==> config.mk <==
export PLATFORM = sky130hd
export DESIGN_NAME = cpts_ram
export DESIGN_NICKNAME = d
export VERILOG_FILES = /design/src/cpts_ram.sv
export SDC_FILE = /design/constraint.sdc
export NUM_CORES = 1
export LEC_CHECK = 0
export BUFFER_PORTS_ARGS = -buffer_cell sky130_fd_sc_hd__buf_2
export CAP_MARGIN = 10
export CORE_MARGIN = 10
export CORE_UTILIZATION = 60
export DETAILED_ROUTE_END_ITERATION = 7
export PLACE_DENSITY = 0.76
export SETUP_SLACK_MARGIN = 0.1
export SYNTH_ARGS = -nofsm -noshare
export SYNTH_HDL_FRONTEND = slang
export SYNTH_SLANG_ARGS = --single-unit
export TNS_END_PERCENT = 20
==> constraint.sdc <==
create_clock -name clock -period 3.41 [get_ports clock]
set_clock_uncertainty 0.1 [all_clocks]
set_input_delay 0.682 -clock clock [delete_from_list [all_inputs] [get_ports clock]]
set_output_delay 0.682 -clock clock [all_outputs]
set_load 0.01 [all_outputs]
==> src/cpts_ram.sv <==
// ----------------------------------------------------------------------------
// cpts_ram
// Generic single write port, single read port RAM with registered read.
// ----------------------------------------------------------------------------
module cpts_ram #(
   parameter int WIDTH = 8,
   parameter int DEPTH = 64
) (
   input  logic                     clock,
   input  logic                     we,
   input  logic [$clog2(DEPTH)-1:0] waddr,
   input  logic [WIDTH-1:0]         wdata,
   input  logic [$clog2(DEPTH)-1:0] raddr,
   output logic [WIDTH-1:0]         rdata
);
   logic [WIDTH-1:0] mem [DEPTH];

   always_ff @(posedge clock) begin
      if (we) begin
         mem[waddr] <= wdata;
      end
      rdata <= mem[raddr];
   end
endmodule

### Word-level counts from Yosys, hierarchy flattened

Memory sizes are Yosys's and may differ from the RTL's. A register that Yosys moved wholly into a read port is not among the register bits.
Index checks and enable logic that the tools add are counted.

| storage, ports and cells | value |
|---|---|
| RAM bits | 512 |
| input port bits | 22 |
| memories kept | 1 |
| register bits | 0 |

| cells by class | value |
|---|---|
| multiplexer cells | 2 |

Memories:

| memory | depth | width | read ports | clocked after memory_dff | write ports | line | text |
|---|---|---|---|---|---|---|---|
| mem | 64 | 8 | 1 | 1 | 1 | 16 | `logic [WIDTH-1:0] mem [DEPTH];` |

Operators by type and width:

| operator | number |
|---|---|
| $mux 1 | 2 |

### Logic depth before layout (Yosys ltp)

Gate-level depths: netlist of run 1.

| logic depth | value |
|---|---|
| depth in word-level cells | 2 |
| gate-level depth with buffers | 9 |
| depth with buffers taken out | 5 |

### Least setup slack after synthesis of run 1

No wires, ideal clock.

| timing path | value |
|---|---|
| path type | input port to flip-flop |
| from | input port raddr[1] |
| to | register rdata[3] (read register of mem) |
| data arrival time | 2.222 ns |
| setup slack | 0.960 ns |
| stages | 7 |
| required time | 3.182 ns |
| setup time | 0.128 ns |
| buffers on the path | 3 |
| path through | buf_4 buf_2 buf_2 mux4_2 mux4_2 o21ai_1 o41ai_1 |

RTL lines:

| item | line | text |
|---|---|---|
| start, declared | 13 | `input logic [$clog2(DEPTH)-1:0] raddr,` |
| end, declared | 14 | `output logic [WIDTH-1:0] rdata` |

==> flow_summary.json, run 1 <==
{
  "cp-start-kind": "input port",
  "nets": 1092,
  "finalHoldViolations": 0,
  "drt-total-wl_mm": 43.9,
  "finalCriticalPeriod_ns": 2.52,
  "grt_antenna_before_repair": 5,
  "die_area_um2": 41300,
  "internal-power_mw": 10.1,
  "post-route-period-util_pct": 73.9,
  "cp.arrival_ns": 2.86,
  "pin_count": 30,
  "die_h_um": 203,
  "critical_path_required_ns": 3.75,
  "grt_first_pass_wirelength_mm": 66.9,
  "netlist_area_um2": 20200,
  "ir_drop_mv": 0.461,
  "synth_commonest_cells": "edfxtp_1, mux4_2, nor2_1",
  "netlist_instances": 940,
  "p_clk_share_pct": 39.2,
  "synth_warnings": 0,
  "gp_congestion": 0.836,
  "core_area_um2": 33400,
  "clkTransAtPathRegs_ns": 0.06,
  "vias": 9971,
  "htree_levels": 2,
  "worstPathMaxFanout": 24,
  "yosysUniqueCellTypes": 40,
  "endpoint_kind": "register",
  "firstDrtPassIters": 5,
  "vias_per_cell": 6.42,
  "p_sw_share_pct": 20.8,
  "ant_nets": 0,
  "final-setup-viol-count": 0,
  "post_cts_resized": 0,
  "synth-seq-cells": 520,
  "syn_area_per_cell_um2": 21.5,
  "p_switching_mw": 2.65,
  "max_clock_freq_mhz": 397,
  "slew_violations": 0,
  "clk_path_buf_depth": 3,
  "numCtsBuffers": 49,
  "tightest_slew_ns": 1.19,
  "wl_per_cell_um": 28.3,
  "start_util_pct": 60.4,
  "power_frac_seq_pct": 55.6,
  "tns_ns": 0,
  "grt_max_degree": 65,
  "fp.dieW_um": 203,
  "post-cts-setup-buffers": 0,
  "p_comb_share_pct": 5.2,
  "status": "complete, no violations",
  "cts-root-buf": "clkbuf_16",
  "relSlewSlack_pct": 20.6,
  "drt_iter0_drc": 1340,
  "grt_pass1_vias": 10247,
  "synth_top_cell_by_area": "edfxtp_1",
  "hpwl_mm": 27.2,
  "syn-num-nets": 962,
  "drc": 0,
  "grt.overflow.total": 0,
  "synth.area.top_cells": "edfxtp_1, mux4_2, nor2_1",
  "ctsHoldBuffers": 0,
  "ys_async_sr_fraction_pct": 0,
  "syn_to_final_growth_pct": 13.3,
  "critical_path_class": "input port to register",
  "synth.most_common_cell": "edfxtp_1",
  "postLayoutCoreUtil_pct": 68.5,
  "synth-edff-count": 512,
  "row_count": 67,
  "p_per_area_nw_per_um2": 559,
  "grt.total_usage_pct": 21.7,
  "portBuffers": 29,
  "rsz0062_at_grt": "no",
  "ys.flop_type": "edfxtp_1",
  "hold_depth": 3,
  "r2r.worst_path.cells": 5,
  "hp-class": "input port to register",
  "clk_latency_ns": 0.57,
  "cts.sinks": 520,
  "synth_top_area_share_pct": 76.2,
  "p_leak_nw": 7.34,
  "drive_gt1_share_pct": 30.4,
  "cts_tree": "built",
  "maxCapViolations": 0,
  "yosysSeqAreaShare_pct": 77.0
}
==> layout make-up <==
type | instances | area, um^2
clock buffers | 58 | 1300
well taps | 448 | 561
diodes | 1 | 2.50
fillers | 2091 | 10500
repair buffers | 130 | 992
flip-flops and latches | 520 | 15500
multi-input cells | 369 | 4320
clock inverters | 27 | 150
==> worst max-delay path: stages <==
cell and delay, ns:
clkbuf_8 0.33, buf_12 0.22, mux4_2 0.52, mux2_2 0.30, o221a_2 0.28, nor3_1 0.38
o32ai_1 0.14
==> cell families (layout without fill, tap and decap cells) <==
group | Yosys count | count (layout) | share of synthesized area (%)
and+or+nand+nor | 153 | 153 | 3.39
AOI/OAI and AO/OA | 54 | 54 | 2.07
muxes | 162 | 162 | 15.9
other | 0 | 1 | 0
DFF | 520 | 520 | 77.0
buffers and inverters | 51 | 215 | 1.57
==> through the flow <==
| step | hold WS [ns] | setup WS [ns] | std cells | instance area (um^2) | total power [mW] |
|---|---|---|---|---|---|
| floorplan | 0.618 | 0.960 | 940 | 20200 | 7.60 |
| global placement | 0.697 | 0.345 | 1467 | 21400 | 7.88 |
| detailed placement | 0.715 | 0.305 | 1467 | 21400 | 7.90 |
| CTS | 0.388 | 0.894 | 1552 | 22900 | 12.8 |
| global route | 0.435 | 0.817 | 1553 | 22900 | 13.1 |
| finish | 0.422 | 0.891 | 1553 | 22900 | 12.8 |
==> sequential cells by signal (all words and copies together) (netlist names) <==
signal / count
mem: 512
rdata: 8
==> metal layers <==
layer  GRT usage (%)  vias to the layer above  part of all wire [%]
met5               0                        -                  0.10
met4            6.93                        8                   3.0
met3            3.89                       95                   9.0
met2            34.4                      534                    49
met1            30.6                     5159                    39
li1                -                     4175                     -
==> worst paths after layout <==
check        slack, ns       start        to
max               0.89    raddr[0]  rdata[4]
min               0.42    raddr[5]  rdata[0]
max reg2reg       1.24  mem[17][4]  rdata[4]
min reg2reg       0.73  mem[18][2]  rdata[2]
==> power groups by stage <==
| stage | sequential [mW] | combinational (mW) | clock [mW] |
|---|---|---|---|
| finish | 7.10 | 0.666 | 5.01 |
| global route | 7.10 | 0.713 | 5.32 |
| CTS | 7.10 | 0.672 | 5.07 |
| detailed placement | 7.23 | 0.668 | 0 |
| global placement | 7.23 | 0.652 | 0 |
| floorplan | 7.23 | 0.377 | 0 |
==> layout by cell type, fill, tap and decap left out, types with 3 or more instances in the layout <==
cell type	count
a211oi_1	4
a21oi_1	3
a221oi_1	6
a22oi_1	3
buf_12	6
buf_2	26
buf_4	97
clkbuf_1	7
clkbuf_16	51
clkinv_1	13
clkinv_2	11
dfxtp_1	8
edfxtp_1	512
mux2_2	13
mux2i_1	23
mux4_2	126
nand2_1	19
nand2b_1	7
nand3_1	13
nand3b_1	3
nor2_1	83
nor2b_1	14
nor3_1	7
o2111ai_1	3
o221ai_1	8
o22ai_1	8
o2bb2ai_1	3
(Power assumes the default switching activity.)
==> run 2, diff against run 1 <==
- CORE_UTILIZATION: 60 -> 56
- PLACE_DENSITY: 0.76 -> 0.75
- clock period: 3.41 -> 2.25 ns (I/O delays scaled with it)
==> run 2 against run 1 <==
Via count grew 3.0%; critical endpoint is now rdata[7]; flip-flop and latch count did not move; setup slack got worse by 0.76 ns; sequential share of layout area is 1.7 points lower; non-clock buffer count grew 56; sequential power is 52% higher; design area rose by 2.6%; clock power up 55%; highest routed layer unchanged; critical path depth shrank 3; power increased by 54%; global-route usage down 1.1 points; register-to-register slack worse by 1.1 ns.
==> flow_summary.json, run 2 (synthesis results as in run 1) <==
{
  "power_mw": 19.7,
  "tightest_slew_ns": 1.19,
  "largest_register": "mem",
  "final-setup-viol-count": 0,
  "drive_gt1_share_pct": 34.3,
  "gp_congestion": 0.880,
  "slew_violations": 0,
  "hold_depth": 3,
  "fp.dieW_um": 210,
  "clk_path_buf_depth": 3,
  "cp-start-kind": "register",
  "n_antenna_cell": 0,
  "layout_commonest_cell": "edfxtp_1",
  "clk_latency_ns": 0.56,
  "cp.arrival_ns": 2.45,
  "final_cell_mix": "edfxtp_1, buf_4, mux4_2",
  "rsz0062_at_grt": "yes",
  "grt_antenna_before_repair": 2,
  "post-place-ws_ns": -0.495,
  "wl_per_cell_um": 27.9,
  "grt.total_usage_pct": 20.6,
  "rr_startpoint": "mem[52][7]",
  "portBuffers": 29,
  "numCtsBuffers": 48,
  "p_per_area_nw_per_um2": 838,
  "tns_ns": 0,
  "htree_levels": 2,
  "critical_path_class": "register to register",
  "syn_to_final_growth_pct": 16.3,
  "nets": 1147,
  "ctsHoldBuffers": 0,
  "core_area_um2": 35600,
  "reg_top3": "mem (512), rdata (8)",
  "worstPathMaxFanout": 1,
  "hp-class": "input port to register",
  "rrSetupSlack_ns": 0.13,
  "grt_pass1_vias": 10528,
  "hold-path-endpoint": "rdata[2]",
  "drt-total-wl_mm": 45.2,
  "setup_ws_ns": 0.131,
  "largest_register_ffs": 512,
  "cts-root-buf": "clkbuf_16",
  "critical_path_required_ns": 2.58,
  "post-route-period-util_pct": 94.2,
  "hpwl_mm": 28.5,
  "drt_iter0_drc": 1387,
  "min_from": "raddr[5]",
  "grt.overflow.total": 0,
  "cts_tree": "built",
  "r2r.worst_path.cells": 4,
  "p_leak_nw": 7.67,
  "finalHoldViolations": 0,
  "clkTransAtPathRegs_ns": 0.07,
  "relSlewSlack_pct": 20.6,
  "start_util_pct": 56.7,
  "vias": 10267,
  "grt_first_pass_wirelength_mm": 67.8,
  "grt_max_degree": 65,
  "pin_count": 30,
  "cts.sinks": 520,
  "ir_drop_mv": 0.828,
  "maxCapViolations": 0,
  "die_area_um2": 44000,
  "max_clock_freq_mhz": 472,
  "vias_per_cell": 6.34,
  "r2r_end": "rdata[7]",
  "status": "complete, no violations",
  "row_count": 69,
  "die_h_um": 210,
  "finalCriticalPeriod_ns": 2.12,
  "drc": 0,
  "ant_nets": 0,
  "firstDrtPassIters": 5,
  "endpoint_kind": "register"
}
-- run 2: cell count changes in the layout (fill, tap and decap cells not counted), sizes merged --
cell      change
clkinv       -12
clkbuf       +11
diode         -1
buf          +56
clkinvlp      -1
inv           -1
bufinv        +1
-- run 2: how the worst max path moves through the flow --
stage	to	start
2_1_floorplan	rdata[3]	raddr[0]
3_3_place_gp	rdata[4]	raddr[0]
3_5_place_dp	rdata[7]	raddr[0]
4_1_cts	rdata[4]	mem[24][4]
5_1_grt	rdata[7]	raddr[0]
6_report	rdata[7]	mem[52][7]
-- run 2: metal layers --
layer  wire length (um)  share of wire, %  global-route usage (%)
met1              17300                38                    27.6
met2              22300                49                    33.0
met3               4310               9.5                    4.84
met4               1270               2.8                    6.80
met5                 13             0.029                       0
-- run 2: final cells by class --
| cell class | instances | area (um^2) |
|---|---|---|
| multi-input combinational | 369 | 4330 |
| tap | 461 | 577 |
| sequential | 520 | 15500 |
| timing repair buffer | 186 | 1500 |
| clock inverter | 14 | 128 |
| clock buffer | 69 | 1380 |
| fill | 2218 | 12100 |
-- run 2: through the flow --
| step | cell area [um^2] | hold WS, ns | util, % | instances |
|---|---|---|---|---|
| 2_1_floorplan | 20200 | 0.449 | - | 940 |
| 3_3_place_gp | 21900 | 0.691 | 61.6 | 1536 |
| 3_5_place_dp | 21900 | 0.695 | 61.6 | 1536 |
| 4_1_cts | 23400 | 0.180 | 65.9 | 1619 |
| 5_1_grt | 23500 | 0.217 | 65.9 | 1619 |
| 6_report | 23500 | 0.233 | 65.9 | 1619 |
-- run 2: timing repair --
action | in CTS | in global routing
buffers inserted | 0 | 0
setup endpoints to repair | 2 | 4
pin swaps | 0 | 0
gates resized for setup | 1 | 4
-- run 2: report_power, final --
| group | internal (mW) | total (mW) | switching, mW |
|---|---|---|---|
| logic | 0.478 | 1.12 | 0.640 |
| registers | 10.7 | 10.8 | 0.0345 |
| clock network | 4.48 | 7.78 | 3.30 |
| total | 15.7 | 19.7 | 3.98 |
-- run 2: critical path, stage by stage, from the launching register on --
cell and delay [ns]:
edfxtp_1 0.42, mux4_2 0.50, mux4_2 0.52, o21ai_1 0.36
nand2_1 0.08
